`config.mk`:
```
export PLATFORM = sky130hd
export DESIGN_NAME = bgcr_ram
export DESIGN_NICKNAME = d
export VERILOG_FILES = /design/src/rtl/core/bitmap_glyph_column_renderer_macros.svh /design/src/rtl/core/bgcr_ram.sv
export SDC_FILE = /design/constraint.sdc
export NUM_CORES = 2
export LEC_CHECK = 0
export ABC_AREA = 1
export BUFFER_PORTS_ARGS = -buffer_cell sky130_fd_sc_hd__clkbuf_2
export CORE_MARGIN = 10
export CORE_UTILIZATION = 63
export CTS_CLUSTER_DIAMETER = 40
export DETAILED_ROUTE_END_ITERATION = 8
export MAX_ROUTING_LAYER = met4
export PLACE_DENSITY = 0.78
export RECOVER_POWER = 25
export SYNTH_ARGS = -nofsm -noshare
export SYNTH_HDL_FRONTEND = slang
export SYNTH_SLANG_ARGS = --single-unit
```
`constraint.sdc`:
```
create_clock -name clock -period 2.2 [get_ports clock]
set_input_delay 0.44 -clock clock [delete_from_list [all_inputs] [get_ports clock]]
set_output_delay 0.44 -clock clock [all_outputs]
set_load 0.01 [all_outputs]
```
`src/rtl/core/bitmap_glyph_column_renderer_macros.svh`:
```
// Assertion macros for the glyph column renderer.
// Needs signals named clock and reset in the including module.
`ifndef BITMAP_GLYPH_COLUMN_RENDERER_MACROS_SVH
`define BITMAP_GLYPH_COLUMN_RENDERER_MACROS_SVH

// same-cycle implication, checked out of reset
`define BGCR_ASSERT_NOW(label, ante, cons) \
   label: assert property (@(posedge clock) disable iff (reset) (ante) |-> (cons)) \
      else $error("bgcr check failed");

// next-cycle implication, checked out of reset
`define BGCR_ASSERT_NEXT(label, ante, cons) \
   label: assert property (@(posedge clock) disable iff (reset) (ante) |=> (cons)) \
      else $error("bgcr check failed");

`endif

```
`src/rtl/core/bgcr_ram.sv`:
```
// Generic single-write, single-read RAM with registered read data.
// Depends on nothing; used for the glyph store and the glyph table.
`timescale 1ns / 1ps

module bgcr_ram #(
   parameter int DEPTH = 256,
   parameter int WIDTH = 8
) (
   input  logic                     clock,
   input  logic                     wr_en,
   input  logic [$clog2(DEPTH)-1:0] wr_addr,
   input  logic [WIDTH-1:0]         wr_data,
   input  logic                     rd_en,
   input  logic [$clog2(DEPTH)-1:0] rd_addr,
   output logic [WIDTH-1:0]         rd_data
);

   logic [WIDTH-1:0] mem_ff [DEPTH];
   logic [WIDTH-1:0] rd_data_ff;

   always_ff @(posedge clock) begin
      if (wr_en) begin
         mem_ff[wr_addr] <= wr_data;
      end
      if (rd_en) begin
         rd_data_ff <= mem_ff[rd_addr];
      end
   end

   assign rd_data = rd_data_ff;

endmodule

```
* Word-level counts from Yosys, hierarchy flattened
Memory sizes are Yosys's and may differ from the RTL's. A register that Yosys moved wholly into a read port is not among the register bits.
Index checks and enable logic that the tools add are counted.
** Word-level totals
- Bits in registers :: 0
- RAM bits :: 2048
- Bits of input ports :: 27
- Output and inout port bits :: 8
- Logic and storage cells :: 3
- Memories :: 1
** Memory list
- mem_ff :: words 256, width 8, rd ports 1, clocked after Yosys merged registers in 1, wr ports 1, RTL line bgcr_ram.sv:18 : logic [WIDTH-1:0] mem_ff [DEPTH];
** Operators by class
- Mux-type cells :: 2
** Operator list (count)
- $mux 1 :: 2

* Depth between registers and ports, before layout
- Depth in word-level cells :: 2
- Mapped depth :: 15
- Mapped depth without buffers :: 11

* Least setup slack after synthesis
No wires, ideal clock.
- Path type :: input port to flip-flop
- Start point :: in wr_en
- End point :: mem mem_ff[162][0], enable pin
- Library setup time :: 0.370 ns
- Data arrival time :: 1.561 ns
- Data required time :: 1.830 ns
- Path slack :: 0.269 ns
- Cell stages on the path :: 4
- Buffers on the path :: 2
- Cells stage by stage :: clkbuf_1 > nand3_1 > clkbuf_1 > nor2_1
** On the way
- Word-level cells in the longest chain between the ends :: 2
** RTL lines
- start: declaration :: RTL line bgcr_ram.sv:10 : input logic wr_en,
- $mux 1 :: RTL line bgcr_ram.sv:22 : if (wr_en) begin
- $mux 1 (not written as such) :: RTL line bgcr_ram.sv:23 : mem_ff[wr_addr] <= wr_data;
- end: declaration :: RTL line bgcr_ram.sv:18
Every way passes these cells.

* Worst setup path in the final report
- Start point :: reg rd_data_ff[6], in the netlist rd_data[6] (read register of mem_ff)
- End point :: out rd_data[6]
** RTL lines
- start: declaration :: RTL line bgcr_ram.sv:19 : logic [WIDTH-1:0] rd_data_ff;
- end: declaration :: RTL line bgcr_ram.sv:15 : output logic [WIDTH-1:0] rd_data
No word-level cell between the ends.

==> impl_metrics.env <==
export IMPL_num_rows=133
export IMPL_instances_no_fill=9441
export IMPL_endpoint_kind="primary output"
export IMPL_cp_top_family="flip-flops"
export IMPL_whs_ps=233.7
export IMPL_path_class="reg -> out"
export IMPL_grt_max_degree=85
export IMPL_cts_made_buffers=220
export IMPL_syn_area_per_cell_sq_um=11.92
export IMPL_place_hpwl_um=143500
export IMPL_worstPathArrival_ps=1700
export IMPL_rsz0062_at_grt="no"
export IMPL_cp_num_buf_inv=1
export IMPL_drive_above_1_share_pct=13.94
export IMPL_dieHeight_um=384.0
export IMPL_slowest_delay_ps=620
export IMPL_area_growth_syn_to_layout_pct=17.17
export IMPL_leakagePower_nw=35.43
export IMPL_synth_area_sq_um=83480
export IMPL_violations="max-capacitance violations, max-slew violations"
export IMPL_cts_tree="yes"
export IMPL_floorplan_die_area_sq_um=147500
export IMPL_grt_use_total_pct=32.61
export IMPL_dp_cells=9024
export IMPL_cts_sinks=2056
export IMPL_synth_most_common_cell="nand2_1"
export IMPL_synth_top_area_share_pct=73.96
export IMPL_outcome="finished, violations left"
export IMPL_wirelength_um=236200
export IMPL_synthDistinctLibCells=13
export IMPL_fillers=7707
export IMPL_maxCapViolCount=5
export IMPL_syn_inst=7003
export IMPL_peakVddDrop_mv=0.8427
export IMPL_syn_nets=7030
export IMPL_tns_ps=0
export IMPL_skew_ps=35.25
export IMPL_synth_area_leader_cell="edfxtp_1"
export IMPL_synth_common_cells="nand2_1 (2123), edfxtp_1 (2056), nand3_1 (2019), nor2_1 (283), buf_2 (268)"
export IMPL_crit_slowest_cell="edfxtp_1"
export IMPL_clockBufferDepth=3
export IMPL_root_buffer="clkbuf_16"
export IMPL_async_flop_share_pct=0
export IMPL_die_x_um=384.0
export IMPL_clk_pin_slew_ps=60
export IMPL_drt_iter0_markers=9611
export IMPL_grt_pass1_vias=58530
export IMPL_fin_crit_ps=2137
export IMPL_core_area_sq_um=131600
export IMPL_ys_seq_area_share_pct=73.96
export IMPL_synth_edf_count=2056
export IMPL_postRouteAntennaNets=0
export IMPL_ys_flop_type="edfxtp_1"
export IMPL_max_slew_margin_pct=-21.93
export IMPL_ios=35
export IMPL_cts_repair_resized=0
export IMPL_firstDrtPassIters=9
export IMPL_hold_viol=0
export IMPL_synth_area_leaders="edfxtp_1 (74%), nand3_1 (12%), nand2_1 (9.5%), buf_2 (1.6%), nor2_1 (1.3%)"
export IMPL_num_nets_final=7524
export IMPL_power_per_cell_area_nw_per_um2=876.3
export IMPL_wire_per_inst_um=25.01
export IMPL_crit_path_start_kind="flop"
export IMPL_required_ps=1760
export IMPL_critical_path_max_fanout=2
export IMPL_cts_htree_levels=4
export IMPL_portBuffers=34
export IMPL_hold_path_class="in -> reg"
export IMPL_gp_congestion=0.9752
export IMPL_ys_ff_latch=2056
export IMPL_drc=0
export IMPL_antenna_found_initial=11
export IMPL_grt_pass1_wl_um=353000
export IMPL_tightest_slew_ps=1829
export IMPL_yosysWarnings=0
export IMPL_crit_chain="clkbuf_2"
export IMPL_fmax_mhz=468.0
export IMPL_drv_slew=195
export IMPL_grt_overflow=0
export IMPL_min_period_over_period_pct=97.13
export IMPL_cts_hold_fix_buffers=6
export IMPL_setup_violations=0
export IMPL_post_cts_buffers=0
export IMPL_viasPerCell=6.365
export IMPL_num_vias=60090
export IMPL_insertion_delay_ps=860
export IMPL_start_util_pct=63.42
-- worst register-to-register path: stages, from the launching register on --
cell	delay, ps
edfxtp_1	360
nand2_1	70
nand3_1	110
nand3_1	150
nand3_1	110
nand3_1	140
nand3_1	240
nand3_1	200
nand2_1	80
nand2_1	190
nand2_1	110
-- per-stage QoR --
stage	setup slack [ps]	util [%]	instance area (sq um)	power, mW
global placement	-509.3	68.90	90690	49.39
CTS	96.11	74.43	97980	85.63
finish	63.04	74.30	97810	85.71
global route	58.56	74.30	97800	87.62
floorplan	268.5	-	83480	46.72
detailed placement	-571.0	68.90	90690	49.55
-- where the power goes --
| group | leakage (nW) | internal, mW | switching [mW] |
|---|---|---|---|
| sequential | 18.5 | 43.2 | 0.0583 |
| combinational | 13.5 | 1.72 | 3.96 |
| clock | 3.48 | 21.3 | 15.4 |
| total | 35.4 | 66.3 | 19.4 |
-- layout make-up --
type	count	area [sq um]	share of cell area, %
flip-flops and latches	2056	61740	63.12
multi-input cells	4425	19140	19.57
repair buffers	755	7301	7.464
clock buffers	252	5689	5.817
well taps	1755	2196	2.245
clock inverters	147	1535	1.570
inverters	39	180.2	0.1842
diodes	12	30.03	0.03070
-- cells by family (layout without fill, tap and decap cells) --
logic type / Yosys count / after routing / share of synthesized area, %
DFF: 2056 / 2056 / 73.96
other: 0 / 12 / 0
and+or+nand+nor: 4425 / 4425 / 22.92
buffers and inverters: 522 / 1193 / 3.116
-- layout by cell type (no fill, tap or decap), types with 6 or more instances in the layout --
| cell type | n |
|---|---|
| diode_2 | 12 |
| edfxtp_1 | 2056 |
| inv_1 | 34 |
| clkbuf_1 | 48 |
| buf_4 | 553 |
| clkinv_1 | 35 |
| dlygate4sd3_1 | 6 |
| inv_6 | 14 |
| nand2_1 | 2123 |
| clkbuf_2 | 31 |
| buf_12 | 139 |
| clkinvlp_4 | 21 |
| clkbuf_16 | 223 |
| nand3_1 | 2019 |
| bufinv_16 | 23 |
| nor2_1 | 283 |
| clkinv_8 | 6 |
| inv_8 | 7 |
| clkinv_2 | 32 |
| clkinv_4 | 9 |
-- worst paths after layout --
path	end	slack, ps	cells after the start	start
setup reg to reg	rd_data[1]$_DFFE_PP_	200	10	mem_ff[189][1]$_DFFE_PP_
hold reg to reg	rd_data[1]$_DFFE_PP_	1120	10	mem_ff[30][1]$_DFFE_PP_
setup / recovery	rd_data[6]	60	1	rd_data[6]$_DFFE_PP_
hold / removal	rd_data[7]$_DFFE_PP_	230	3	rd_addr[7]
-- registers in the layout (all words and copies together) (netlist names) --
register,count
mem_ff,2048
rd_data,8
-- per-layer routing --
metal	vias to the layer above	GRT usage (%)	wire length, um
li1	25920	-	-
met1	28710	42.02	81300
met2	4639	49.46	109600
met3	831	7.721	33100
met4	0	14.80	12170
met5	-	-	0
Note: power is estimated with default switching activity, not from simulation.
