**src/rtl/core/bitmap_glyph_column_renderer_macros.svh**
```systemverilog
// Assertion macros for the glyph column renderer.
// Needs signals named clock and reset in the including module.
`ifndef BITMAP_GLYPH_COLUMN_RENDERER_MACROS_SVH
`define BITMAP_GLYPH_COLUMN_RENDERER_MACROS_SVH

// same-cycle implication, checked out of reset
`define BGCR_ASSERT_NOW(label, ante, cons) \
   label: assert property (@(posedge clock) disable iff (reset) (ante) |-> (cons)) \
      else $error("bgcr check failed");

// next-cycle implication, checked out of reset
`define BGCR_ASSERT_NEXT(label, ante, cons) \
   label: assert property (@(posedge clock) disable iff (reset) (ante) |=> (cons)) \
      else $error("bgcr check failed");

`endif

```
**src/rtl/core/bgcr_pkg.sv**
```systemverilog
// Package for the glyph column renderer: sizes, codes, state and bus types.
// No dependencies; every module of the block but bgcr_ram imports it.
`timescale 1ns / 1ps

package bgcr_pkg;

   localparam int GLYPH_BYTES     = 4096;
   localparam int TABLE_ENTRIES   = 256;
   localparam int WIDTH_CAP       = 32;
   localparam int MAX_HEIGHT      = 32;
   localparam int COORD_BITS      = 12;
   localparam int GLYPH_ADDR_BITS = $clog2(GLYPH_BYTES);
   localparam int TABLE_IDX_BITS  = $clog2(TABLE_ENTRIES);
   localparam int PIX_BITS        = 32;
   localparam int NUM_REGS        = 8;
   localparam int CSR_ADDR_BITS   = $clog2(NUM_REGS * 4);
   localparam logic [7:0] CODE_MAX = 8'h80;
   localparam logic [COORD_BITS-1:0] COORD_MAX = {COORD_BITS{1'b1}};

   typedef enum logic [1:0] {
      KIND_START = 2'd0,
      KIND_GLYPH = 2'd1,
      KIND_ENTRY = 2'd2,
      KIND_DRAW  = 2'd3
   } kind_type;

   typedef enum logic [2:0] {
      REG_MODE        = 3'd0,
      REG_FIXED_WIDTH = 3'd1,
      REG_HEIGHT      = 3'd2,
      REG_FIRST_CODE  = 3'd3,
      REG_ORIGIN_X    = 3'd4,
      REG_ORIGIN_Y    = 3'd5,
      REG_CLIP_RIGHT  = 3'd6,
      REG_CLIP_BOTTOM = 3'd7
   } reg_index_type;

   typedef enum logic [2:0] {
      ST_IDLE,
      ST_SETUP,
      ST_BASE,
      ST_COL,
      ST_READ,
      ST_ACCUM,
      ST_EMIT,
      ST_PEN
   } state_type;

   typedef struct packed {
      logic                  fixed_width_mode;
      logic [5:0]            fixed_glyph_width;
      logic [5:0]            glyph_height;
      logic [7:0]            first_code;
      logic [COORD_BITS-1:0] origin_x;
      logic [COORD_BITS-1:0] origin_y;
      logic [COORD_BITS-1:0] clip_right;
      logic [COORD_BITS-1:0] clip_bottom;
   } cfg_type;

   typedef struct packed {
      logic [11:0] offset;
      logic [5:0]  width;
   } tbl_entry_type;

   typedef struct packed {
      logic                       glyph_we;
      logic [GLYPH_ADDR_BITS-1:0] glyph_waddr;
      logic [7:0]                 glyph_wdata;
      logic                       glyph_re;
      logic [GLYPH_ADDR_BITS-1:0] glyph_raddr;
      logic                       table_we;
      logic [TABLE_IDX_BITS-1:0]  table_waddr;
      tbl_entry_type              table_wdata;
      logic                       table_re;
      logic [TABLE_IDX_BITS-1:0]  table_raddr;
   } mem_ctl_type;

endpackage

```
**src/rtl/core/bgcr_csr.sv**
```systemverilog
// Configuration register file behind the APB-style port.
// Depends on bgcr_pkg for the register indexes and the cfg_type bundle.
`timescale 1ns / 1ps

module bgcr_csr
   import bgcr_pkg::*;
(
   input  logic                     clock,
   input  logic                     reset,
   input  logic                     csr_psel,
   input  logic                     csr_penable,
   input  logic                     csr_pwrite,
   input  logic [CSR_ADDR_BITS-1:0] csr_paddr,
   input  logic [31:0]              csr_pwdata,
   output logic [31:0]              csr_prdata,
   output logic                     csr_pready,
   output cfg_type                  cfg
);

   cfg_type       cfg_ff;
   cfg_type       cfg_in;
   reg_index_type index;
   logic          wr_en;

   assign index      = reg_index_type'(csr_paddr[CSR_ADDR_BITS-1:2]);
   assign wr_en      = csr_psel & csr_penable & csr_pwrite;
   assign csr_pready = 1'b1;
   assign cfg        = cfg_ff;

   always_comb begin
      cfg_in = cfg_ff;
      if (wr_en) begin
         case (index)
            REG_MODE:        cfg_in.fixed_width_mode  = csr_pwdata[0];
            REG_FIXED_WIDTH: cfg_in.fixed_glyph_width = csr_pwdata[5:0];
            REG_HEIGHT:      cfg_in.glyph_height      = csr_pwdata[5:0];
            REG_FIRST_CODE:  cfg_in.first_code        = csr_pwdata[7:0];
            REG_ORIGIN_X:    cfg_in.origin_x          = csr_pwdata[COORD_BITS-1:0];
            REG_ORIGIN_Y:    cfg_in.origin_y          = csr_pwdata[COORD_BITS-1:0];
            REG_CLIP_RIGHT:  cfg_in.clip_right        = csr_pwdata[COORD_BITS-1:0];
            REG_CLIP_BOTTOM: cfg_in.clip_bottom       = csr_pwdata[COORD_BITS-1:0];
            default:         cfg_in = cfg_ff;
         endcase
      end
   end

   always_comb begin
      case (index)
         REG_MODE:        csr_prdata = 32'(cfg_ff.fixed_width_mode);
         REG_FIXED_WIDTH: csr_prdata = 32'(cfg_ff.fixed_glyph_width);
         REG_HEIGHT:      csr_prdata = 32'(cfg_ff.glyph_height);
         REG_FIRST_CODE:  csr_prdata = 32'(cfg_ff.first_code);
         REG_ORIGIN_X:    csr_prdata = 32'(cfg_ff.origin_x);
         REG_ORIGIN_Y:    csr_prdata = 32'(cfg_ff.origin_y);
         REG_CLIP_RIGHT:  csr_prdata = 32'(cfg_ff.clip_right);
         REG_CLIP_BOTTOM: csr_prdata = 32'(cfg_ff.clip_bottom);
         default:         csr_prdata = 32'd0;
      endcase
   end

   always_ff @(posedge clock) begin
      if (reset) begin
         cfg_ff.fixed_width_mode  <= 1'b1;
         cfg_ff.fixed_glyph_width <= 6'd8;
         cfg_ff.glyph_height      <= 6'd16;
         cfg_ff.first_code        <= 8'd0;
         cfg_ff.origin_x          <= '0;
         cfg_ff.origin_y          <= '0;
         cfg_ff.clip_right        <= COORD_MAX;
         cfg_ff.clip_bottom       <= COORD_MAX;
      end else begin
         cfg_ff <= cfg_in;
      end
   end

endmodule

```
**config.mk**
```make
export PLATFORM = sky130hd
export DESIGN_NAME = bgcr_csr
export DESIGN_NICKNAME = d
export VERILOG_FILES = /design/src/rtl/core/bitmap_glyph_column_renderer_macros.svh /design/src/rtl/core/bgcr_pkg.sv /design/src/rtl/core/bgcr_csr.sv
export SDC_FILE = /design/constraint.sdc
export NUM_CORES = 1
export LEC_CHECK = 0
export BUFFER_PORTS_ARGS = -buffer_cell sky130_fd_sc_hd__buf_4
export CORE_MARGIN = 2
export CORE_UTILIZATION = 45
export CTS_CLUSTER_SIZE = 10
export DETAILED_ROUTE_END_ITERATION = 6
export PLACE_DENSITY = 0.76
export SLEW_MARGIN = 20
export SYNTH_ARGS = -nofsm -noshare
export SYNTH_HDL_FRONTEND = slang
export SYNTH_SLANG_ARGS = --single-unit
```
**constraint.sdc**
```tcl
create_clock -name clock -period 1.2 [get_ports clock]
set_input_delay 0.12 -clock clock [delete_from_list [all_inputs] [get_ports clock]]
set_output_delay 0.12 -clock clock [all_outputs]
set_load 0.005 [all_outputs]
```
### Yosys cells after proc, flatten, opt, wreduce, memory -nomap -nowiden

Index checks and enable logic that the tools add are counted.

| word-level totals | value |
|---|---|
| register bits | 69 |
| input port bits | 42 |
| output and inout port bits | 102 |

| cells by class | value |
|---|---|
| eq/ne operators | 7 |
| muxes and demuxes | 1 |
| bitwise gates (word level) | 2 |
| reduce and logical (&&, ||, !) cells | 9 |

Operator list:

| cell | number |
|---|---|
| 32-bit case mux with 8 select lines | 1 |
| 2-bit AND reduction | 8 |
| 3-bit == test (second input constant) | 4 |
| 3-bit by 2-bit == test with 1-bit output (second input constant) | 2 |
| 3-bit by 1-bit == test with 1-bit output (second input constant) | 1 |
| 3-bit logical NOT | 1 |
| 1-bit bitwise AND | 2 |

### Logic depth before layout (Yosys ltp)

| logic depth | value |
|---|---|
| depth after elaboration | 3 |
| mapped depth | 5 |
| mapped depth without buffers | 3 |

### Worst setup path after synthesis

Ideal clock, no wire load.

| timing path | value |
|---|---|
| kind | input to output |
| start | input csr_paddr[3] |
| end | output csr_prdata[10] |
| arrival | 0.983 ns |
| data required time | 1.080 ns |
| setup slack | 0.097 ns |
| cell stages on the path | 3 |
| path buffers | 1 |
| path through | buf_2 > mux4_2 > and2_1 |

| on the way | value |
|---|---|
| longest elaborated chain between the ends | 2 |

Ends and longest elaborated chain:

| item | line | source |
|---|---|---|
| start: declaration | bgcr_csr.sv:13 | `input logic [CSR_ADDR_BITS-1:0] csr_paddr,` |
| 3-bit == test (tied with other cells) | bgcr_csr.sv:48 | `case (index)` |
| 32-bit case mux with 8 select lines (*) | bgcr_csr.sv:48 |  |
| end: declaration | bgcr_csr.sv:15 | `output logic [31:0] csr_prdata,` |

Every way passes the cells marked *; elsewhere a longest branch is shown, timed or not. The select of a mux whose other input is x is not followed.

### Final worst setup path

| timing path | value |
|---|---|
| start | register cfg_ff (netlist bit cfg[1]) |
| end | output csr_prdata[1] |

| on the way | value |
|---|---|
| longest elaborated chain between the ends | 1 |

Ends and longest elaborated chain:

| item | line | source |
|---|---|---|
| start: declaration | bgcr_csr.sv:20 | `cfg_type cfg_ff;` |
| start signal: assignment | bgcr_csr.sv:72 | `cfg_ff <= cfg_in;` |
| 32-bit case mux with 8 select lines | bgcr_csr.sv:48 |  |

Every way passes these cells. The select of a mux whose other input is x is not followed.

==> results.yml <==
worst_hold_path:
  hold_depth: 3
  hp-class: "input port to flip-flop"
yosys:
  synth_top_area_cell: "dfxtp_1"
  synth_edf_count: 0
  yosysWarnings: 0
  synth.avg_cell_area_sq_um: 9.25
  synth_compound_area_share_pct: 11.7
  synth_cell_types: 35
  syn_area_sq_um: 3500
  synth_area_leaders: "dfxtp_1 (40%), mux2i_1 (14%), o21ai_0 (7.0%)"
  synth_top_family_by_area: "multiplexers"
  synthAdderAreaFrac_pct: 0
  yosys.area_share.simple_pct: 19.9
  async_reset_ff_share_pct: 0
  ys_seq_area_share_pct: 39.5
  ys_ff_latch: 69
  synthXorXnorAreaFrac_pct: 0
  synth_cells: 378
  synth.top_cell.area_share_pct: 39.5
  synthMuxAreaShare_pct: 20.2
  synth_ff_type: "dfxtp_1"
placed_design:
  hpwl_um: 8080
  portBuffers: 100
  dp_slack_ns: -0.220
  place_area_sq_um: 4650
  gp_congestion: 0.892
  dp_cells: 613
clocking:
  cts_buffers: 9
  path_clk_slew_ns: 0.08
  ctsHoldBuffers: 0
  clockRootBuffer: "clkbuf_8"
  cts_tree: "done"
  cts.sinks: 69
  cts_max_path_buffers: 2
  htree_levels: 3
  clk_latency_ns: 0.34
layout:
  most-common-layout-cells: "buf_4 (163), mux2i_1 (48), o21ai_0 (47), dfxtp_1 (46), nor2_1 (43)"
  final_nets: 570
  largest_reg_flops: 69
  diodes: 0
  final_cell_area_sq_um: 4970
  fin_cells: 633
  fillers: 605
  seqCellArea_sq_um: 1410
  syn_to_final_growth_pct: 42.2
  drive_gt1_share_pct: 44.3
  multiInputGateArea_sq_um: 1960
  layout_commonest_cell: "buf_4"
job:
  drv_cap: 0
grt:
  grt-ovfl-total: 0
  grt_pass1_wl_um: 17000
  grt_start_max_net_pins: 55
  grtUsageTotal_pct: 25.9
  antenna_found_initial: 0
  grt_pass1_vias: 3261
worst_setup_path:
  cp-start-kind: "flip-flop"
  crit_chain: "mux4_2, nor2_1, nor2_1, buf_4"
  path_max_fanout: 2
  crit_type: "flip-flop to output port"
  crit_cells: 4
  worstPathArrival_ns: 1.43
  critPathRequiredTime_ns: 1.08
  slowest_stage: "mux4_2"
  cpMostUsedCell: "nor2_1"
  cp_num_buf_inv: 1
  worstRegToRegCells: 4
  cpPeakStageDelay_ns: 0.46
  endpoint_kind: "output port"
  crit_family: "multiplexers"
drt:
  drt_iter0_markers: 262
  vias: 3340
  ant_nets: 0
  drt_drc_violations_left: 0
  vias_per_cell: 5.28
  routed_wl_um: 10900
  wl_per_cell_um: 17.2
  dr.pass1.iters: 4
pwr:
  internal_power_mw: 3.43
  seqPwrFrac_pct: 50.3
  power_mw: 4.61
  power.static_leakage_nw: 2.23
  p_per_area_nw_per_um2: 927
  power.share.clock_pct: 37.0
  p_sw_mw: 1.18
  p_comb_share_pct: 12.7
  p_sw_share_pct: 25.7
  peakVddDrop_mv: 0.525
sta:
  rsz0062_at_grt: "true"
  period_share_pct: 129
  hold_violations: 0
  finalSetupViolCount: 12
  setup_ws_ns: -0.350
  drv_slew: 0
  fmax_mhz: 645
  clock_skew_ns: 0
  whs_ns: 0.0520
  finalCriticalPeriod_ns: 1.55
floorplan:
  initial_core_util_pct: 46.0
  dieHeight_um: 92.1
  die_area_sq_um: 8490
  io_pins: 144
  rows: 32
  die_w_um: 92.1
  coreArea_sq_um: 7610
status:
  status: "complete, but fails checks"
  violations: "negative setup slack"
area by class of cell:
| class | count | area share (%) |
|---|---|---|
| clock buffers | 12 | 3.12 |
| clock inverters | 2 | 0.201 |
| inverters | 1 | 0.0755 |
| multi-input cells | 278 | 39.3 |
| flip-flops and latches | 69 | 28.4 |
| well taps | 102 | 2.57 |
| repair buffers | 169 | 26.3 |
power groups by stage:
stage	clock network, mW	logic, mW	registers (mW)
2_1_floorplan	0	0.325	2.37
3_3_place_gp	0	0.530	2.37
3_5_place_dp	0	0.543	2.37
4_1_cts	1.70	0.571	2.32
5_1_grt	1.80	0.626	2.32
6_report	1.71	0.583	2.32
cells in the mapped netlist (2+ instances only):
library cell and n:
buf_4 24, dfxtp_1 69, nand2b_1 31, a221o_1 2, mux2i_1 48, clkbuf_1 15, nor2_1 43, and2_1 4
o221ai_1 3, o21ai_0 49, a22o_1 4, nor2b_1 28, nand3_1 6, mux4_2 7, nand2_1 6, conb_1 2
a22oi_1 5, mux2_2 6, o211ai_1 2, buf_2 9
kinds of logic after synthesis:
family / after synthesis
compound gates: 69
buf+inv: 50
flops: 69
mux: 61
other cells: 2
simple gates: 127
stage by stage:
step	utilization, %	TNS (ns)
floorplan	-	0
global placement	61.1	-5.89
detailed placement	61.1	-7.62
CTS	65.0	-3.58
global route	65.3	-3.90
finish	65.3	-3.59
worst register-to-register path: cells and delay by family, from the launching register on:
family	cells	cell delay, ns
DFF	1	0.31
AOI/OAI and AO/OA	2	0.28
buffers and inverters	1	0.13
and+or+nand+nor	1	0.12
metal layers:
| metal | global-route usage, % | part of all wire (%) | wire length, um | vias to the layer above |
|---|---|---|---|---|
| li1 | - | - | - | 1560 |
| met5 | 0 | 0 | 0 | - |
| met3 | 3.94 | 6.2 | 679 | 21 |
| met4 | 9.45 | 2.3 | 246 | 0 |
| met1 | 33.8 | 42 | 4620 | 1630 |
| met2 | 43.6 | 49 | 5370 | 129 |
worst paths after layout:
| check | slack [ns] | startpoint | to |
|---|---|---|---|
| worst max-delay path | -0.35 | cfg[1] | csr_prdata[1] |
| worst min-delay path | 0.05 | csr_pwdata[9] | cfg[33] |
| worst max register to register | 0.21 | cfg[30] | cfg[30] |
| worst min register to register | 0.49 | cfg[67] | cfg[67] |
timing repair:
| item | 4_1_cts | 5_1_grt |
|---|---|---|
| pin swaps | 12 | 1 |
| setup buffers | 6 | 0 |
| endpoints found under the setup margin | 12 | 12 |
| resized for setup | 32 | 12 |
Note: power is estimated with default switching activity, not from simulation.
