`config.mk`:
```
export PLATFORM = sky130hd
export DESIGN_NAME = bgcr_seq
export DESIGN_NICKNAME = d
export VERILOG_FILES = /design/src/rtl/core/bgcr_pkg.sv /design/src/rtl/core/bgcr_seq.sv
export VERILOG_INCLUDE_DIRS = /design/src /design/src/rtl/core
export SDC_FILE = /design/constraint.sdc
export NUM_CORES = 1
export LEC_CHECK = 0
export ABC_CLOCK_PERIOD_IN_PS = 11300
export BUFFER_PORTS_ARGS = -buffer_cell sky130_fd_sc_hd__buf_2
export CAP_MARGIN = 30
export CORE_MARGIN = 2
export CORE_UTILIZATION = 25
export CTS_CLUSTER_DIAMETER = 150
export DETAILED_ROUTE_END_ITERATION = 10
export GPL_ROUTABILITY_DRIVEN = 0
export RECOVER_POWER = 25
export SLEW_MARGIN = 10
export SYNTH_ARGS = -nofsm -noshare
export SYNTH_HDL_FRONTEND = slang
export SYNTH_SLANG_ARGS = --single-unit
```
`constraint.sdc`:
```
create_clock -name clock -period 11.3 [get_ports clock]
set_input_delay 2.26 -clock clock [delete_from_list [all_inputs] [get_ports clock]]
set_output_delay 2.26 -clock clock [all_outputs]
set_load 0.005 [all_outputs]
```
`src/rtl/core/bitmap_glyph_column_renderer_macros.svh`:
```
// Assertion macros for the glyph column renderer.
// Needs signals named clock and reset in the including module.
`ifndef BITMAP_GLYPH_COLUMN_RENDERER_MACROS_SVH
`define BITMAP_GLYPH_COLUMN_RENDERER_MACROS_SVH

// same-cycle implication, checked out of reset
`define BGCR_ASSERT_NOW(label, ante, cons) \
   label: assert property (@(posedge clock) disable iff (reset) (ante) |-> (cons)) \
      else $error("bgcr check failed");

// next-cycle implication, checked out of reset
`define BGCR_ASSERT_NEXT(label, ante, cons) \
   label: assert property (@(posedge clock) disable iff (reset) (ante) |=> (cons)) \
      else $error("bgcr check failed");

`endif

```
`src/rtl/core/bgcr_pkg.sv`:
```
// Package for the glyph column renderer: sizes, codes, state and bus types.
// No dependencies; every module of the block but bgcr_ram imports it.
`timescale 1ns / 1ps

package bgcr_pkg;

   localparam int GLYPH_BYTES     = 4096;
   localparam int TABLE_ENTRIES   = 256;
   localparam int WIDTH_CAP       = 32;
   localparam int MAX_HEIGHT      = 32;
   localparam int COORD_BITS      = 12;
   localparam int GLYPH_ADDR_BITS = $clog2(GLYPH_BYTES);
   localparam int TABLE_IDX_BITS  = $clog2(TABLE_ENTRIES);
   localparam int PIX_BITS        = 32;
   localparam int NUM_REGS        = 8;
   localparam int CSR_ADDR_BITS   = $clog2(NUM_REGS * 4);
   localparam logic [7:0] CODE_MAX = 8'h80;
   localparam logic [COORD_BITS-1:0] COORD_MAX = {COORD_BITS{1'b1}};

   typedef enum logic [1:0] {
      KIND_START = 2'd0,
      KIND_GLYPH = 2'd1,
      KIND_ENTRY = 2'd2,
      KIND_DRAW  = 2'd3
   } kind_type;

   typedef enum logic [2:0] {
      REG_MODE        = 3'd0,
      REG_FIXED_WIDTH = 3'd1,
      REG_HEIGHT      = 3'd2,
      REG_FIRST_CODE  = 3'd3,
      REG_ORIGIN_X    = 3'd4,
      REG_ORIGIN_Y    = 3'd5,
      REG_CLIP_RIGHT  = 3'd6,
      REG_CLIP_BOTTOM = 3'd7
   } reg_index_type;

   typedef enum logic [2:0] {
      ST_IDLE,
      ST_SETUP,
      ST_BASE,
      ST_COL,
      ST_READ,
      ST_ACCUM,
      ST_EMIT,
      ST_PEN
   } state_type;

   typedef struct packed {
      logic                  fixed_width_mode;
      logic [5:0]            fixed_glyph_width;
      logic [5:0]            glyph_height;
      logic [7:0]            first_code;
      logic [COORD_BITS-1:0] origin_x;
      logic [COORD_BITS-1:0] origin_y;
      logic [COORD_BITS-1:0] clip_right;
      logic [COORD_BITS-1:0] clip_bottom;
   } cfg_type;

   typedef struct packed {
      logic [11:0] offset;
      logic [5:0]  width;
   } tbl_entry_type;

   typedef struct packed {
      logic                       glyph_we;
      logic [GLYPH_ADDR_BITS-1:0] glyph_waddr;
      logic [7:0]                 glyph_wdata;
      logic                       glyph_re;
      logic [GLYPH_ADDR_BITS-1:0] glyph_raddr;
      logic                       table_we;
      logic [TABLE_IDX_BITS-1:0]  table_waddr;
      tbl_entry_type              table_wdata;
      logic                       table_re;
      logic [TABLE_IDX_BITS-1:0]  table_raddr;
   } mem_ctl_type;

endpackage

```
`src/rtl/core/bgcr_seq.sv`:
```
// Request sequencer with the shared 12+6 bit adder, column loop and result register.
// Depends on bgcr_pkg and the assertion macros; drives both RAMs through mem_ctl.
`timescale 1ns / 1ps
`include "bitmap_glyph_column_renderer_macros.svh"

module bgcr_seq
   import bgcr_pkg::*;
(
   input  logic                  clock,
   input  logic                  reset,
   input  cfg_type               cfg,
   input  logic                  req_valid,
   output logic                  req_ready,
   input  logic [1:0]            req_kind,
   input  logic [11:0]           req_address,
   input  logic [7:0]            req_glyph_byte,
   input  logic [11:0]           req_entry_offset,
   input  logic [5:0]            req_entry_width,
   input  logic [7:0]            req_char_code,
   output mem_ctl_type           mem_ctl,
   input  logic [7:0]            glyph_rd_data,
   input  tbl_entry_type         table_rd_data,
   output logic                  rsp_valid,
   input  logic                  rsp_ready,
   output logic [COORD_BITS-1:0] rsp_column_x,
   output logic [COORD_BITS-1:0] rsp_column_top_y,
   output logic [PIX_BITS-1:0]   rsp_column_pixels,
   output logic                  rsp_last
);

   state_type             state_ff, state_in;
   logic [COORD_BITS-1:0] pen_ff, pen_in;
   logic [7:0]            idx_ff, idx_in;
   logic [5:0]            width_ff, width_in;
   logic [2:0]            pages_ff, pages_in;
   logic [8:0]            wp_ff, wp_in;
   logic [PIX_BITS-1:0]   mask_ff, mask_in;
   logic [11:0]           start_ff, start_in;
   logic [11:0]           addr_ff, addr_in;
   logic [COORD_BITS:0]   x_ff, x_in;
   logic [5:0]            col_ff, col_in;
   logic [1:0]            page_ff, page_in;
   logic [PIX_BITS-1:0]   pix_ff, pix_in;
   logic                  rsp_valid_ff, rsp_valid_in;
   logic [COORD_BITS-1:0] rsp_x_ff, rsp_x_in;
   logic [COORD_BITS-1:0] rsp_y_ff, rsp_y_in;
   logic [PIX_BITS-1:0]   rsp_pix_ff, rsp_pix_in;
   logic                  rsp_last_ff, rsp_last_in;

   logic                  accept;
   kind_type              kind;
   logic                  code_ok;
   logic [7:0]            code_diff;
   logic [5:0]            height_lim;
   logic [2:0]            pages_calc;
   logic [5:0]            width_raw;
   logic [5:0]            width_lim;
   logic [COORD_BITS-1:0] row_span;
   logic [PIX_BITS-1:0]   mask_calc;
   logic [16:0]           base_prod;
   logic [11:0]           add_a;
   logic [5:0]            add_b;
   logic [12:0]           add_sum;
   logic                  slot_free;
   logic                  emit;

   assign accept    = req_valid & req_ready;
   assign kind      = kind_type'(req_kind);
   assign code_ok   = (req_char_code <= CODE_MAX) && (req_char_code >= cfg.first_code);
   assign code_diff = req_char_code - cfg.first_code;
   assign slot_free = ~rsp_valid_ff | rsp_ready;
   assign emit      = (state_ff == ST_EMIT) & slot_free;

   assign height_lim = (cfg.glyph_height > 6'(MAX_HEIGHT)) ? 6'(MAX_HEIGHT) : cfg.glyph_height;
   assign pages_calc = 3'((7'(height_lim) + 7'd7) >> 3);
   assign width_raw  = cfg.fixed_width_mode ? cfg.fixed_glyph_width : table_rd_data.width;
   assign width_lim  = (width_raw > 6'(WIDTH_CAP)) ? 6'(WIDTH_CAP) : width_raw;
   assign row_span   = cfg.clip_bottom - cfg.origin_y;
   assign base_prod  = 17'(idx_ff) * 17'(wp_ff);

   always_comb begin
      if (cfg.origin_y > cfg.clip_bottom) begin
         mask_calc = '0;
      end else if (row_span >= COORD_BITS'(PIX_BITS - 1)) begin
         mask_calc = '1;
      end else begin
         mask_calc = {PIX_BITS{1'b1}} >> (5'(PIX_BITS - 1) - row_span[4:0]);
      end
   end

   // shared adder: column base, page address step and pen advance
   always_comb begin
      case (state_ff)
         ST_READ: begin
            add_a = addr_ff;
            add_b = width_ff;
         end
         ST_PEN: begin
            add_a = pen_ff;
            add_b = width_ff;
         end
         default: begin
            add_a = start_ff;
            add_b = col_ff;
         end
      endcase
      add_sum = {1'b0, add_a} + 13'(add_b);
   end

   always_comb begin
      mem_ctl.glyph_we    = accept && (kind == KIND_GLYPH) && (32'(req_address) < GLYPH_BYTES);
      mem_ctl.glyph_waddr = req_address[GLYPH_ADDR_BITS-1:0];
      mem_ctl.glyph_wdata = req_glyph_byte;
      mem_ctl.glyph_re    = (state_ff == ST_READ);
      mem_ctl.glyph_raddr = addr_ff[GLYPH_ADDR_BITS-1:0];
      mem_ctl.table_we    = accept && (kind == KIND_ENTRY) &&
                            (32'(req_address) < TABLE_ENTRIES);
      mem_ctl.table_waddr = req_address[TABLE_IDX_BITS-1:0];
      mem_ctl.table_wdata.offset = req_entry_offset;
      mem_ctl.table_wdata.width  = req_entry_width;
      mem_ctl.table_re    = accept && (kind == KIND_DRAW);
      mem_ctl.table_raddr = code_diff[TABLE_IDX_BITS-1:0];
   end

   always_comb begin
      state_in     = state_ff;
      pen_in       = pen_ff;
      idx_in       = idx_ff;
      width_in     = width_ff;
      pages_in     = pages_ff;
      wp_in        = wp_ff;
      mask_in      = mask_ff;
      start_in     = start_ff;
      addr_in      = addr_ff;
      x_in         = x_ff;
      col_in       = col_ff;
      page_in      = page_ff;
      pix_in       = pix_ff;
      rsp_valid_in = rsp_valid_ff & ~rsp_ready;
      rsp_x_in     = rsp_x_ff;
      rsp_y_in     = rsp_y_ff;
      rsp_pix_in   = rsp_pix_ff;
      rsp_last_in  = rsp_last_ff;
      req_ready    = (state_ff == ST_IDLE);

      case (state_ff)
         ST_IDLE: begin
            if (accept) begin
               case (kind)
                  KIND_START: pen_in = cfg.origin_x;
                  KIND_DRAW: begin
                     if (code_ok) begin
                        idx_in   = code_diff;
                        state_in = ST_SETUP;
                     end
                  end
                  default: state_in = ST_IDLE;
               endcase
            end
         end
         ST_SETUP: begin
            width_in = width_lim;
            pages_in = pages_calc;
            wp_in    = 9'(width_lim) * 9'(pages_calc);
            mask_in  = mask_calc;
            start_in = table_rd_data.offset;
            x_in     = {1'b0, pen_ff};
            col_in   = '0;
            if (cfg.fixed_width_mode) begin
               state_in = ST_BASE;
            end else if (32'(idx_ff) >= TABLE_ENTRIES) begin
               state_in = ST_IDLE;
            end else begin
               state_in = ST_COL;
            end
         end
         ST_BASE: begin
            start_in = base_prod[11:0];
            state_in = ST_COL;
         end
         ST_COL: begin
            if ((col_ff == width_ff) || (x_ff > {1'b0, cfg.clip_right})) begin
               state_in = ST_PEN;
            end else begin
               addr_in  = add_sum[11:0];
               page_in  = '0;
               pix_in   = '0;
               state_in = (pages_ff == 3'd0) ? ST_EMIT : ST_READ;
            end
         end
         ST_READ: begin
            addr_in  = add_sum[11:0];
            state_in = ST_ACCUM;
         end
         ST_ACCUM: begin
            pix_in[{page_ff, 3'b000} +: 8] = glyph_rd_data;
            page_in = page_ff + 2'd1;
            state_in = (({1'b0, page_ff} + 3'd1) == pages_ff) ? ST_EMIT : ST_READ;
         end
         ST_EMIT: begin
            if (slot_free) begin
               rsp_valid_in = 1'b1;
               rsp_x_in     = x_ff[COORD_BITS-1:0];
               rsp_y_in     = cfg.origin_y;
               rsp_pix_in   = pix_ff & mask_ff;
               rsp_last_in  = (col_ff == (width_ff - 6'd1)) ||
                              (x_ff[COORD_BITS-1:0] == cfg.clip_right);
               col_in       = col_ff + 6'd1;
               x_in         = x_ff + 13'd1;
               state_in     = ST_COL;
            end
         end
         ST_PEN: begin
            pen_in   = add_sum[12] ? COORD_MAX : add_sum[11:0];
            state_in = ST_IDLE;
         end
         default: state_in = ST_IDLE;
      endcase
   end

   always_ff @(posedge clock) begin
      if (reset) begin
         state_ff     <= ST_IDLE;
         pen_ff       <= '0;
         rsp_valid_ff <= 1'b0;
      end else begin
         state_ff     <= state_in;
         pen_ff       <= pen_in;
         rsp_valid_ff <= rsp_valid_in;
      end
   end

   always_ff @(posedge clock) begin
      idx_ff      <= idx_in;
      width_ff    <= width_in;
      pages_ff    <= pages_in;
      wp_ff       <= wp_in;
      mask_ff     <= mask_in;
      start_ff    <= start_in;
      addr_ff     <= addr_in;
      x_ff        <= x_in;
      col_ff      <= col_in;
      page_ff     <= page_in;
      pix_ff      <= pix_in;
      rsp_x_ff    <= rsp_x_in;
      rsp_y_ff    <= rsp_y_in;
      rsp_pix_ff  <= rsp_pix_in;
      rsp_last_ff <= rsp_last_in;
   end

   assign rsp_valid         = rsp_valid_ff;
   assign rsp_column_x      = rsp_x_ff;
   assign rsp_column_top_y  = rsp_y_ff;
   assign rsp_column_pixels = rsp_pix_ff;
   assign rsp_last          = rsp_last_ff;

   `BGCR_ASSERT_NEXT(a_read_then_accum, state_ff == ST_READ, state_ff == ST_ACCUM)
   `BGCR_ASSERT_NOW(a_page_in_range, state_ff == ST_ACCUM, {1'b0, page_ff} < pages_ff)
   `BGCR_ASSERT_NEXT(a_emit_loads_rsp, emit, rsp_valid_ff && (col_ff == $past(col_ff) + 6'd1))
   `BGCR_ASSERT_NEXT(a_pen_forward, state_ff == ST_PEN,
                     (state_ff == ST_IDLE) && (pen_ff >= $past(pen_ff)))

endmodule

```
* Word-level counts from Yosys, hierarchy flattened
Cells that the tools add are included.
Widths: inputs -> output; s select.
** Word-level totals
- Register bits after elaboration :: 208
- Input bits :: 147
** Cells by class
- $add $sub $neg :: 11
- $mul :: 2
- $lt $le $gt $ge :: 8
- Equality and inequality tests :: 20
- Shifts and indexed selects :: 3
- Muxes and demuxes :: 33
- Bitwise operators :: 6
- Reduce and logical (&&, ||, !) cells :: 23
** Operator list (count)
- $pmux 12 s2 :: 4
- $mux 32 :: 2
- $pmux 32 s2 :: 1
- $mux 12 :: 4
- $and 32x32->32 :: 1
- $bwmux 32 :: 1
- $shift 8x7->32 const A :: 1
- $shiftx 8x7->32 :: 1
- $shr 32x5->32 const A :: 1
- $mux 6 :: 5
- $pmux 13 s2 :: 1
- $pmux 3 s8 :: 1
- $add 12x6->13 :: 1
- $add 13x1->13 const B :: 1
- $gt 13x12->1 :: 1
- $mux 13 :: 1
- $eq 12x12->1 :: 1
- $eq 3x3->1 const B :: 4
- $eq 6x6->1 :: 2
- $ge 12x5->1 const B :: 1
- $gt 12x12->1 :: 1
- $gt 6x6->1 const B :: 2
- $lt 12x9->1 const B :: 1
- $mul 8x9->12 :: 1
- other kinds (38) :: 66

* Logic depth before layout (Yosys ltp)
- Word-level depth :: 6
- Depth in mapped cells :: 16
- Depth with buffers taken out :: 16

* Least setup slack after synthesis
OpenSTA, ideal clock, no wires.
- Kind :: in2reg
- Start :: in cfg[22] (netlist bit)
- End :: reg page_ff[0] (enable)
- Library setup time :: 0.473 ns
- Arrival time :: 6.031 ns
- Slack :: 4.797 ns
- Stages on the path :: 8
- Cells stage by stage :: inv_1 ha_1 a21o_1 a211o_1 a211oi_1 o31a_1 o221ai_1 o21ai_0
** Between the ends
- Cells in the longest elaborated chain, start to end :: 4
** RTL lines
- start: declaration :: RTL line bgcr_seq.sv:11 : input cfg_type cfg,
- $gt 13x12->1 :: RTL line bgcr_seq.sv:182 : if ((col_ff == width_ff) || (x_ff > {1'b0, cfg.clip_right})) begin
- $logic_or 1x1->1 :: RTL line bgcr_seq.sv:182
- $ne 2x2->1 (no source line)
- $reduce_and 2->1 (no source line)
- end signal: assignment :: RTL line bgcr_seq.sv:243 : page_ff <= page_in;
- end: declaration :: RTL line bgcr_seq.sv:42 : logic [1:0] page_ff, page_in;
Every way passes these cells.
A chain may end at the register's enable or synchronous reset.

==> impl_metrics.env <==
export IMPL_report_final_slew_viol_count=88
export IMPL_yosys_area_top_type_share_pct=43.1
export IMPL_drc=0
export IMPL_route_final_wire_length_mm=34.9
export IMPL_netlist_top_cells_area="sky130_fd_sc_hd__edfxtp_1 43%, sky130_fd_sc_hd__ha_1 7.1%, sky130_fd_sc_hd__fa_1 6.3%"
export IMPL_global_route_overflow_total=0
export IMPL_crit_path_end_kind="output pin"
export IMPL_row_count=84
export IMPL_via_count=9850
export IMPL_synthFlopType="sky130_fd_sc_hd__edfxtp_1"
export IMPL_post_route_period_util_pct=56.1
export IMPL_cp_required_ps=9040
export IMPL_critPathKind="in2out"
export IMPL_flow_area_growth_from_synthesis_pct=17.2
export IMPL_synth_cell_types=75
export IMPL_status="complete, but fails checks"
export IMPL_max_slew_margin_pct=-97.4
export IMPL_via_per_inst=4.57
export IMPL_hold_class="reg2reg"
export IMPL_cts_made_buffers=25
export IMPL_dieHeight_um=235
export IMPL_detailroute_wirelength_met2_mm=16.5
export IMPL_routed_wl_met3_mm=2.12
export IMPL_yosysTopAreaCell="sky130_fd_sc_hd__edfxtp_1"
export IMPL_clock_insertion_delay_at_the_later_pin_of_the_skew_report_ps=550
export IMPL_antenna_found_initial=7
export IMPL_grt_pass1_vias=10000
export IMPL_synth_net_count=1547
export IMPL_dp_hpwl_mm=26.6
export IMPL_synth_most_common_cell="sky130_fd_sc_hd__edfxtp_1"
export IMPL_io_buffers=199
export IMPL_post_synth_most_frequent_cells="192 x sky130_fd_sc_hd__edfxtp_1, 124 x sky130_fd_sc_hd__inv_1, 109 x sky130_fd_sc_hd__nand2_1, 97 x sky130_fd_sc_hd__a21oi_1, 86 x sky130_fd_sc_hd__and2_1"
export IMPL_global_route_wire_length_before_repair_mm=54.8
export IMPL_die_width_um=235
export IMPL_post_synth_instance_area_sq_um=13400
export IMPL_core_sq_um=52800
export IMPL_route_antenna_remaining_nets=0
export IMPL_violations="max-capacitance violations, max-slew violations"
export IMPL_drt_pass1_iter_count=5
export IMPL_fin_cells=2156
export IMPL_yosys_register_bits=208
export IMPL_crit_fanout=2
export IMPL_netlist_instances=1282
export IMPL_ios=276
export IMPL_maxUsedRoutingLayer="met5"
export IMPL_final_layout_size_suffix_gt1_share_pct=19.0
export IMPL_drt_initial_drc_count=566
export IMPL_power_density_cell_area_nw_per_um2=118
export IMPL_synth_yosys_warnings=0
export IMPL_wl_met1_mm=15.4
export IMPL_grt_max_degree=58
export IMPL_routed_wire_length_per_instance_um=16.2
export IMPL_clkTransAtPathRegs_ps=60
export IMPL_cts_repair_resized=0
export IMPL_grt_use_total_pct=12.4
export IMPL_vdd_ir_drop_worst_mv=0.0995
export IMPL_cts_path_max_buffers=3
export IMPL_worst_pin_slew_ps=2960
export IMPL_synth_async_reset_ratio_pct=0
export IMPL_number_of_flops_mapped_to_enable_cells_by_yosys=192
export IMPL_power_static_leakage_nw=6.38
export IMPL_critPathArrivalTime_ps=4080
export IMPL_seq_area_frac_synth_pct=45.5
export IMPL_hold_viol_final=0
export IMPL_dieArea_sq_um=55300
export IMPL_clock_skew_ps=14.0
export IMPL_cts_hold_repair_buffers=0
export IMPL_max_cap_violations=2
export IMPL_h_tree_depth=1
export IMPL_start_util_pct=25.3
export IMPL_setup_total_negative_slack_ps=0
export IMPL_dp_cells=2105
export IMPL_fmax_mhz=158
export IMPL_rsz0062_at_grt="no"
export IMPL_start_kind="input port"
export IMPL_setup_viol_count_final=0
export IMPL_count_of_clock_tree_sinks=208
export IMPL_finalWorstPathRequiredPeriod_ps=6340
export IMPL_cts_root_buffer="sky130_fd_sc_hd__clkbuf_16"
export IMPL_finish_net_count=1712
export IMPL_cts_setup_buffers=0
export IMPL_synth_avg_cell_area_sq_um=10.4
export IMPL_clock_tree_from_tritoncts="done"
state kept, by name, summed over array words and instances, names as in the netlist, 13 cells and up:
name	count
mask_ff	32
x_ff	13
pix_ff	32
rsp_column_pixels	32
layout make-up:
class	count	area, sq um
Clock buffer	34	669
Timing Repair Buffer	218	1110
Sequential cell	208	6090
Fill cell	5507	37100
Inverter	125	469
Antenna cell	2	5.00
Multi-Input combinational cell	869	6360
Clock inverter	12	106
Tap cell	688	861
metal layers:
layer	global-route usage [%]	vias up
met5	0	-
met4	3.61	8
met3	2.66	54
met2	21.2	274
met1	15.7	4757
li1	-	4757
worst max-delay path, stage by stage:
cell and delay, ps:
sky130_fd_sc_hd__buf_2 100, sky130_fd_sc_hd__inv_1 40, sky130_fd_sc_hd__ha_1 290, sky130_fd_sc_hd__nor2b_1 130
sky130_fd_sc_hd__o21ai_0 170, sky130_fd_sc_hd__nand2b_1 110, sky130_fd_sc_hd__a21o_1 200, sky130_fd_sc_hd__a21oi_1 220
sky130_fd_sc_hd__o21ai_0 140, sky130_fd_sc_hd__xor2_1 230, sky130_fd_sc_hd__buf_2 180
cells in the final DEF, fill, tap and decap left out, types with 16 or more instances in the layout:
| cell type | instances |
|---|---|
| sky130_fd_sc_hd__a21o_1 | 20 |
| sky130_fd_sc_hd__a21oi_1 | 96 |
| sky130_fd_sc_hd__and2_0 | 31 |
| sky130_fd_sc_hd__and2_1 | 56 |
| sky130_fd_sc_hd__buf_2 | 190 |
| sky130_fd_sc_hd__clkbuf_1 | 22 |
| sky130_fd_sc_hd__clkbuf_16 | 25 |
| sky130_fd_sc_hd__dfxtp_1 | 16 |
| sky130_fd_sc_hd__edfxtp_1 | 192 |
| sky130_fd_sc_hd__fa_1 | 42 |
| sky130_fd_sc_hd__ha_1 | 76 |
| sky130_fd_sc_hd__inv_1 | 124 |
| sky130_fd_sc_hd__nand2_1 | 109 |
| sky130_fd_sc_hd__nor2_1 | 79 |
| sky130_fd_sc_hd__nor2b_1 | 44 |
| sky130_fd_sc_hd__nor3_1 | 23 |
| sky130_fd_sc_hd__o21ai_0 | 49 |
| sky130_fd_sc_hd__xnor2_1 | 41 |
| sky130_fd_sc_hd__xor2_1 | 23 |
power breakdown:
group	leakage (nW)	internal, mW	total (mW)	switching, mW
Combinational	4.04	0.0905	0.221	0.131
Clock	0.386	0.442	0.777	0.334
Sequential	1.95	0.844	0.849	0.00453
Total	6.38	1.38	1.85	0.469
per-stage QoR:
step | setup slack, ps | area, sq um | utilization (%) | power [mW] | hold slack (ps)
after floorplan | 4800 | 13400 | - | 1.02 | 439
after global placement | 4990 | 14900 | 28.2 | 1.08 | 457
after detailed placement | 4930 | 14900 | 28.2 | 1.09 | 459
after CTS | 4930 | 15700 | 29.7 | 1.87 | 467
after global routing | 4720 | 15700 | 29.7 | 1.93 | 496
final | 4960 | 15700 | 29.7 | 1.85 | 469
worst paths after layout:
path,start,endpoint,slack [ps],cells past startpoint
worst max-delay path,cfg[49],mem_ctl[7],4960,11
worst min-delay path,pen_ff[4],pen_ff[4],470,2
worst max register to register,state_ff[1],pen_ff[11],6800,16
worst min register to register,pen_ff[4],pen_ff[4],470,2
kinds of logic (layout without fill, tap and decap cells):
kind of cell	Yosys count	count (layout)	synth area share [%]
other	0	2	0
xor gates and xnor gates	64	64	4.19
adders and majority gates	118	118	13.4
AOI/OAI and AO/OA	257	257	12.3
DFF	208	208	45.5
and+or+nand+nor	410	410	15.7
muxes	20	20	1.60
buffers and inverters	205	389	7.29
Power figures use the tool's default switching activity.
